<file path="config.mk">
export PLATFORM = sky130hd
export DESIGN_NAME = stepper_gate_controller_unit
export DESIGN_NICKNAME = d
export VERILOG_FILES = /design/src/sv/sgc_pkg.sv /design/src/sv/sgc_sensor.sv /design/src/sv/sgc_motor.sv /design/src/sv/stepper_gate_controller_unit.sv
export SDC_FILE = /design/constraint.sdc
export NUM_CORES = 1
export LEC_CHECK = 0
export BUFFER_PORTS_ARGS = -buffer_cell sky130_fd_sc_hd__buf_4
export CAP_MARGIN = 0
export CORE_UTILIZATION = 30
export DETAILED_ROUTE_END_ITERATION = 8
export PLACE_DENSITY = 0.51
export SLEW_MARGIN = 20
export SYNTH_ARGS = -nofsm -noshare
export SYNTH_HDL_FRONTEND = slang
export SYNTH_HIERARCHICAL = 1
export SYNTH_SLANG_ARGS = --single-unit
</file>
<file path="constraint.sdc">
create_clock -name clock -period 6 [get_ports clock]
set_input_delay 0.3 -clock clock [delete_from_list [all_inputs] [get_ports clock]]
set_output_delay 0.3 -clock clock [all_outputs]
set_load 0.05 [all_outputs]
</file>
<file path="src/sv/sgc_pkg.sv">
`default_nettype none
// ----------------------------------------------------------------------------
// sgc_pkg
// Shared types and constants for the stepper gate controller.
// ----------------------------------------------------------------------------
package sgc_pkg;

   // configuration port
   localparam int CSR_INDEX_W = 3;
   localparam int CSR_DATA_W  = 12;

   localparam logic [CSR_INDEX_W-1:0] CSR_FULL_TRAVEL = 3'd0;
   localparam logic [CSR_INDEX_W-1:0] CSR_OPEN_WAIT   = 3'd1;
   localparam logic [CSR_INDEX_W-1:0] CSR_CLOSE_WAIT  = 3'd2;
   localparam logic [CSR_INDEX_W-1:0] CSR_LEAVE_HOLD  = 3'd3;

   localparam logic [11:0] FULL_TRAVEL_RST = 12'd1024;
   localparam logic [7:0]  OPEN_WAIT_RST   = 8'd100;
   localparam logic [7:0]  CLOSE_WAIT_RST  = 8'd100;
   localparam logic [7:0]  LEAVE_HOLD_RST  = 8'd10;

   // transaction kinds
   localparam logic KIND_MOTOR  = 1'b0;
   localparam logic KIND_SENSOR = 1'b1;

   // motor phases: idle, then half-step phases one to eight
   localparam logic [3:0] M_IDLE   = 4'd0;
   localparam logic [3:0] M_FIRST  = 4'd1;
   localparam logic [3:0] M_LAST   = 4'd8;

   // sensor states
   localparam logic [1:0] S_IDLE    = 2'd0;
   localparam logic [1:0] S_WATCH   = 2'd1;
   localparam logic [1:0] S_PRESENT = 2'd2;
   localparam logic [1:0] S_LEAVING = 2'd3;

   typedef struct packed {
      logic kind;
      logic car_sensor;
      logic lot_full;
   } req_type;

   typedef struct packed {
      logic [3:0]  coil_pattern;
      logic        warning_lamp;
      logic [11:0] gate_position;
      logic        car_present;
   } rsp_type;

   typedef struct packed {
      logic car_seen;
      logic entrance_mark;
      logic restart_pulse;
   } sen_status_type;

   typedef struct packed {
      logic [11:0] full_travel_steps;
      logic [7:0]  open_wait_ticks;
      logic [7:0]  close_wait_ticks;
   } motor_cfg_type;

   // half-step coil drive pattern per phase
   function automatic logic [3:0] coil_lut(input logic [3:0] phase);
      logic [3:0] pat;
      case (phase)
         4'd1:    pat = 4'h1;
         4'd2:    pat = 4'h3;
         4'd3:    pat = 4'h2;
         4'd4:    pat = 4'h6;
         4'd5:    pat = 4'h4;
         4'd6:    pat = 4'hC;
         4'd7:    pat = 4'h8;
         4'd8:    pat = 4'h9;
         default: pat = 4'h0;
      endcase
      return pat;
   endfunction

endpackage
`default_nettype wire

</file>
<file path="src/sv/sgc_sensor.sv">
`default_nettype none
// ----------------------------------------------------------------------------
// sgc_sensor
// Car presence machine: idle, watch, present, leaving with hold count.
// ----------------------------------------------------------------------------
module sgc_sensor (
   input  wire logic                    clock,
   input  wire logic                    reset,
   input  wire logic                    step,
   input  wire logic                    car,
   input  wire logic [7:0]              leave_hold_ticks,
   output sgc_pkg::sen_status_type      status
);
   import sgc_pkg::*;

   logic [1:0] state_ff, state_in;
   logic [7:0] leave_cnt_ff, leave_cnt_in;
   logic       seen_ff, seen_in;
   logic       mark_ff, mark_in;
   logic       restart_ff, restart_in;

   always_comb begin
      state_in     = state_ff;
      leave_cnt_in = leave_cnt_ff;
      seen_in      = seen_ff;
      mark_in      = mark_ff;
      restart_in   = restart_ff;
      case (state_ff)
         S_IDLE: begin
            leave_cnt_in = 8'd0;
            state_in     = S_WATCH;
         end
         S_WATCH: begin
            restart_in = 1'b0;
            seen_in    = 1'b0;
            if (car) state_in = S_PRESENT;
         end
         S_PRESENT: begin
            seen_in = 1'b1;
            mark_in = 1'b1;
            if (!car) state_in = S_LEAVING;
         end
         default: begin
            mark_in = 1'b0;
            if (leave_cnt_ff < leave_hold_ticks) begin
               leave_cnt_in = leave_cnt_ff + 8'd1;
            end else begin
               leave_cnt_in = 8'd0;
               restart_in   = 1'b1;
               state_in     = S_IDLE;
            end
         end
      endcase
   end

   always_ff @(posedge clock) begin
      if (reset) begin
         state_ff     <= S_IDLE;
         leave_cnt_ff <= 8'd0;
         seen_ff      <= 1'b0;
         mark_ff      <= 1'b0;
         restart_ff   <= 1'b0;
      end else if (step) begin
         state_ff     <= state_in;
         leave_cnt_ff <= leave_cnt_in;
         seen_ff      <= seen_in;
         mark_ff      <= mark_in;
         restart_ff   <= restart_in;
      end
   end

   assign status.car_seen      = seen_ff;
   assign status.entrance_mark = mark_ff;
   assign status.restart_pulse = restart_ff;

endmodule
`default_nettype wire

</file>
<file path="src/sv/sgc_motor.sv">
`default_nettype none
// ----------------------------------------------------------------------------
// sgc_motor
// Eight-phase half-step sequencer with open/close waits and lamp.
// ----------------------------------------------------------------------------
module sgc_motor (
   input  wire logic                    clock,
   input  wire logic                    reset,
   input  wire logic                    step,
   input  wire logic                    lot_full,
   input  wire sgc_pkg::motor_cfg_type  cfg,
   input  wire sgc_pkg::sen_status_type sen,
   output logic [3:0]                   coil,
   output logic                         lamp,
   output logic [11:0]                  position
);
   import sgc_pkg::*;

   logic [3:0]  phase_ff, phase_in;
   logic [11:0] pos_ff, pos_in;
   logic [7:0]  open_cnt_ff, open_cnt_in;
   logic [7:0]  close_cnt_ff, close_cnt_in;
   logic [3:0]  coil_ff, coil_in;
   logic        lamp_ff, lamp_in;

   always_comb begin
      phase_in     = phase_ff;
      pos_in       = pos_ff;
      open_cnt_in  = open_cnt_ff;
      close_cnt_in = close_cnt_ff;
      coil_in      = coil_ff;
      lamp_in      = lamp_ff;
      if (phase_ff == M_IDLE) begin
         pos_in       = 12'd0;
         open_cnt_in  = 8'd0;
         close_cnt_in = 8'd0;
         phase_in     = lot_full ? M_IDLE : M_FIRST;
      end else if (phase_ff <= M_LAST) begin
         // coil follows the phase held at the start of the tick
         coil_in = coil_lut(phase_ff);
         if (lot_full) begin
            phase_in = M_IDLE;
         end else if (sen.car_seen) begin
            if (sen.entrance_mark) begin
               if (phase_ff == M_FIRST && open_cnt_ff < cfg.open_wait_ticks) begin
                  lamp_in     = 1'b1;
                  open_cnt_in = open_cnt_ff + 8'd1;
               end else if (pos_ff != cfg.full_travel_steps) begin
                  if (phase_ff == M_FIRST) lamp_in = 1'b0;
                  pos_in   = pos_ff + 12'd1;
                  phase_in = (phase_ff == M_LAST) ? M_FIRST : phase_ff + 4'd1;
               end
            end else begin
               if (phase_ff == M_FIRST && close_cnt_ff < cfg.close_wait_ticks) begin
                  close_cnt_in = close_cnt_ff + 8'd1;
               end else begin
                  if (pos_ff != 12'd0) begin
                     pos_in   = pos_ff - 12'd1;
                     phase_in = (phase_ff == M_FIRST) ? M_LAST : phase_ff - 4'd1;
                  end
                  if (sen.restart_pulse) phase_in = M_IDLE;
               end
            end
         end
      end
   end

   always_ff @(posedge clock) begin
      if (reset) begin
         phase_ff     <= M_IDLE;
         pos_ff       <= 12'd0;
         open_cnt_ff  <= 8'd0;
         close_cnt_ff <= 8'd0;
         coil_ff      <= 4'd0;
         lamp_ff      <= 1'b0;
      end else if (step) begin
         phase_ff     <= phase_in;
         pos_ff       <= pos_in;
         open_cnt_ff  <= open_cnt_in;
         close_cnt_ff <= close_cnt_in;
         coil_ff      <= coil_in;
         lamp_ff      <= lamp_in;
      end
   end

   assign coil     = coil_ff;
   assign lamp     = lamp_ff;
   assign position = pos_ff;

endmodule
`default_nettype wire

</file>
<file path="src/sv/stepper_gate_controller_unit.sv">
`default_nettype none
// ----------------------------------------------------------------------------
// stepper_gate_controller_unit
// Barrier gate driver: car presence machine plus half-step stepper sequencer.
// ----------------------------------------------------------------------------
//
//   channel | ports                          | role
//   --------+--------------------------------+------------------------------
//   req     | req_valid/req_ready/req_data   | one tick (motor or sensor)
//   rsp     | rsp_valid/rsp_ready/rsp_data   | coil, lamp, position, mark
//   csr     | csr_wr_en/csr_index/csr_wdata  | register writes, no read-back
//
// Throughput is one transaction per cycle. A request is captured in an input
// register; the tick's state update then runs once the response slot is free
// or being emptied, and the state registers, which hold the response payload,
// load together with rsp_valid, so the response follows the input register.
// A response waiting on rsp_ready freezes the state; the input register still
// takes one more request, after which req_ready drops until the response goes.
// Synchronous reset clears all control state and loads register defaults.
// ----------------------------------------------------------------------------
module stepper_gate_controller_unit (
   input  wire logic                                clock,
   input  wire logic                                reset,
   // request channel
   input  wire logic                                req_valid,
   output logic                                     req_ready,
   input  wire sgc_pkg::req_type                    req_data,
   // response channel
   output logic                                     rsp_valid,
   input  wire logic                                rsp_ready,
   output sgc_pkg::rsp_type                         rsp_data,
   // configuration port
   input  wire logic                                csr_wr_en,
   input  wire logic [sgc_pkg::CSR_INDEX_W-1:0]     csr_index,
   input  wire logic [sgc_pkg::CSR_DATA_W-1:0]      csr_wdata
);
   import sgc_pkg::*;

   // configuration registers
   logic [11:0] full_travel_ff;
   logic [7:0]  open_wait_ff;
   logic [7:0]  close_wait_ff;
   logic [7:0]  leave_hold_ff;

   // input stage
   logic        in_vld_ff;
   req_type     in_data_ff;

   // response stage: valid flag; payload lives in the state registers
   logic        rsp_vld_ff;

   logic        advance;
   logic        motor_step;
   logic        sensor_step;

   motor_cfg_type  motor_cfg;
   sen_status_type sen_status;
   logic [3:0]     coil;
   logic           lamp;
   logic [11:0]    position;

   // a tick runs when the response slot is free or being emptied
   assign advance     = in_vld_ff && (!rsp_vld_ff || rsp_ready);
   assign req_ready   = !in_vld_ff || advance;
   assign motor_step  = advance && (in_data_ff.kind == KIND_MOTOR);
   assign sensor_step = advance && (in_data_ff.kind == KIND_SENSOR);

   always_ff @(posedge clock) begin
      if (reset) begin
         full_travel_ff <= FULL_TRAVEL_RST;
         open_wait_ff   <= OPEN_WAIT_RST;
         close_wait_ff  <= CLOSE_WAIT_RST;
         leave_hold_ff  <= LEAVE_HOLD_RST;
      end else if (csr_wr_en) begin
         case (csr_index)
            CSR_FULL_TRAVEL: full_travel_ff <= csr_wdata[11:0];
            CSR_OPEN_WAIT:   open_wait_ff   <= csr_wdata[7:0];
            CSR_CLOSE_WAIT:  close_wait_ff  <= csr_wdata[7:0];
            CSR_LEAVE_HOLD:  leave_hold_ff  <= csr_wdata[7:0];
            default: ;  // unmapped index: write dropped
         endcase
      end
   end

   // input register
   always_ff @(posedge clock) begin
      if (reset) begin
         in_vld_ff <= 1'b0;
      end else if (req_ready) begin
         in_vld_ff <= req_valid;
      end
   end

   always_ff @(posedge clock) begin
      if (req_ready && req_valid) begin
         in_data_ff <= req_data;
      end
   end

   // response valid
   always_ff @(posedge clock) begin
      if (reset) begin
         rsp_vld_ff <= 1'b0;
      end else if (advance) begin
         rsp_vld_ff <= 1'b1;
      end else if (rsp_ready) begin
         rsp_vld_ff <= 1'b0;
      end
   end

   assign motor_cfg.full_travel_steps = full_travel_ff;
   assign motor_cfg.open_wait_ticks   = open_wait_ff;
   assign motor_cfg.close_wait_ticks  = close_wait_ff;

   sgc_sensor u_sensor (
      .clock            (clock),
      .reset            (reset),
      .step             (sensor_step),
      .car              (in_data_ff.car_sensor),
      .leave_hold_ticks (leave_hold_ff),
      .status           (sen_status)
   );

   sgc_motor u_motor (
      .clock    (clock),
      .reset    (reset),
      .step     (motor_step),
      .lot_full (in_data_ff.lot_full),
      .cfg      (motor_cfg),
      .sen      (sen_status),
      .coil     (coil),
      .lamp     (lamp),
      .position (position)
   );

   // state only moves on advance, so the payload holds while a response stalls
   assign rsp_valid              = rsp_vld_ff;
   assign rsp_data.coil_pattern  = coil;
   assign rsp_data.warning_lamp  = lamp;
   assign rsp_data.gate_position = position;
   assign rsp_data.car_present   = sen_status.entrance_mark;

endmodule
`default_nettype wire
</file>
==> metrics.md <==
| Metric | Value |
|---|---|
| Final Setup Violations | `0` |
| Via count | `4814` |
| Finished Core Util | `0.352` |
| Gp weighted congestion | `0.843` |
| Die area | `between 15000 and 20000 um2` |
| Core area | `approximately 18000 um2` |
| Clock tree buffer depth | `2` |
| Final antenna-violating net count | `0` |
| Yosys reg bits | `91` |
| Worst slack, placed | `2.65 ns` |
| Synth area leader | `dfxtp_1` |
| Cts bufs inserted | `9` |
| Number of diodes | `0` |
| Largest net degree at the start of global routing | `51` |
| Setup ws final | `2.67 ns` |
| Syn_nets | `727` |
| Sequential share of the synthesized area | `0.326` |
| Horiz. Die Dim | `140 um` |
| Synth top cells by count | `88 x dfxtp_1, 52 x nor2_1, 48 x nand2b_1, 46 x nand2_1, 44 x a21oi_1` |
| Unrepaired setup endpoints after global routing | `no` |
| Cell Rows | `49` |
| R2R depth | `8` |
| Detailed Route WL | `around 14000 um` |
| Status | `finished clean` |
| Initial DRC Count | `~400` |
| Max_cap viols | `0` |
| Most used DFF post-synth | `dfxtp_1` |
| GRT Overall Usage | `0.152` |
| Skew final | `~0.0076 ns` |
| Final #Nets | `752` |
| Kind of end point of the critical path | `register` |
| Pwr dens | `slightly below 200 nW/um2` |
| Critical setup path kind | `reg -> reg` |
| Pleak | `2.56 nW` |
| Root buffer selected by CTS | `clkbuf_16` |
| Peak supply drop | `0.149 mV` |
| Chip height | `about 140 um` |
| Max Freq | `roughly 300 MHz` |
| CTS tree | `yes` |
| Post-synthesis average cell area | `roughly 8.6 um2` |
| Buffers on Ports | `42` |
| Layout cell share with drive strength beyond 1 | `0.113` |
| DR pass1 iterations | `5` |
| Synthesized instance count | `661` |
| Initial Util | `0.311` |
| Most frequent cell after synthesis | `dfxtp_1` |
| Top-Level Pins | `43` |
| Total global routing overflow | `0` |
| Worst slew pin tran | `1.05 ns` |
| Clock Pin Slew Worst Setup and Hold Paths | `approximately 0.060 ns` |
| Number of synthesized flops with an enable pin | `3` |
| WL/cell | `approximately 16 um` |
| Post-CTS Setup Bufs | `0` |
| Synthesis-to-finish area growth | `13.0%` |
| Number of clock sinks | `91` |
| Period utilisation layout | `0.555` |
| Pins over their slew limit | `0` |
| H-tree depth | `3` |
| Slew HR | `0.299` |
| Hold slack | `0.123 ns` |
| Critical Path Fanout Max | `19` |
| Hold Crit Class | `in -> reg` |
| Synth area leaders | `dfxtp_1 31%, ha_1 9.2%, mux2i_1 7.4%` |
| First-pass GRT wire length | `23600 um` |
| Worst EP arrival | `3.55 ns` |
| CP required | `6.22 ns` |
| Final Cell Area | `around 6400 um2` |
| Vias per cell | `5.23` |
| Hold path depth | `1` |
| Final hold violation count | `0` |
| Fin crit period | `roughly 3.3 ns` |
| Clk Latency, worst-skew pair | `0.35 ns` |
| Initial antenna violation count | `0` |
| Sum of negative setup slack | `0 ns` |
| Vias in the first global route | `4669` |
| Synth cell types | `79` |
| Cts hold-fix bufs | `0` |
| Dpl hpwl | `11000 um` |
| Worst Setup Start Kind | `register` |
| Synthesis Warnings | `6` |
| Detailed-route DRC error count | `0` |
| Area after DPL | `6150 um2` |
| Yosys top cell area share | `0.310` |
| Ys async rst share | `0` |
| Mapped Area | `~5700 um2` |
| Post-CTS Resized | `0` |
[report_power, final]
part / switching, mW / total [mW] / internal, mW
Combinational: 0.0593 / 0.103 / 0.0438
Clock: 0.238 / 0.529 / 0.292
Sequential: 0.00809 / 0.626 / 0.618
[state kept, by name (all words and copies together), names as in the netlist, 8 cells and up]
signal	flops
full_travel_ff	12
u_motor/close_cnt_ff	8
close_wait_ff	8
u_sensor/leave_cnt_ff	8
open_wait_ff	8
u_motor/position	12
leave_hold_ff	8
u_motor/open_cnt_ff	8
[placed cells by master, fill, tap and decap left out, drive strengths merged, types with 6 or more instances in the layout]
cell,netlist,final
nor3b,6,6
a21oi,44,44
nor3,14,14
a211oi,8,8
o21ai,29,29
or3,8,8
clkbuf,17,12
buf,13,44
nand3,18,18
nand2,46,46
mux2i,42,42
nand2b,48,48
nor2b,11,11
or4,8,8
inv,42,42
nor2,52,52
ha,42,42
nand4,10,10
xnor2,16,16
dfxtp,88,88
o32ai,7,7
a21o,6,6
[critical path, stage by stage (launching register included)]
cell and delay [ns]:
dfxtp_1 0.75, inv_1 0.48, fa_1 0.56, a211oi_1 0.43
o21bai_1 0.17, a2111oi_0 0.43, nor3_1 0.13, xnor2_1 0.16
o32ai_1 0.09
[area by class of cell]
cell class	count	area (um2)
well taps	229	287
clock inverters	4	27.5
multi-input cells	497	3520
fillers	1902	11800
inverters	43	161
repair buffers	44	330
clock buffers	12	246
flip-flops and latches	91	1850
[worst paths after layout]
path	from	endpoint	slack, ns
setup reg to reg	u_sensor/mark_ff	u_motor/position[8]	2.67
setup / recovery	u_sensor/mark_ff	u_motor/position[8]	2.67
hold / removal	req_data[0]	in_data_ff[0]	0.12
hold reg to reg	u_motor/coil[2]	u_motor/coil[2]	0.47
[stage by stage]
stage,total power [mW],cells
global route,1.32,920
CTS,1.28,920
finish,1.26,920
global placement,0.741,904
floorplan,0.708,661
detailed placement,0.743,904
[per-layer routing]
layer	routed length [um]	GRT usage	part of all wire	vias to the layer above
met5	0	0	0	-
met4	335	0.0590	0.023	0
met3	495	0.0303	0.034	24
met2	6530	0.245	0.46	91
met1	6990	0.200	0.49	2277
li1	-	-	-	2422
[kinds of logic (layout without fill, tap and decap cells)]
family,after synthesis,count (layout),share of synthesized area
AOI/OAI and AO/OA,141,141,0.172
xor gates and xnor gates,21,21,0.0324
adders and majority gates,43,43,0.0960
buffers and inverters,73,103,0.0561
DFF,91,91,0.326
muxes,44,44,0.0779
and+or+nand+nor,248,248,0.240
Note: power is estimated with default switching activity, not from simulation.
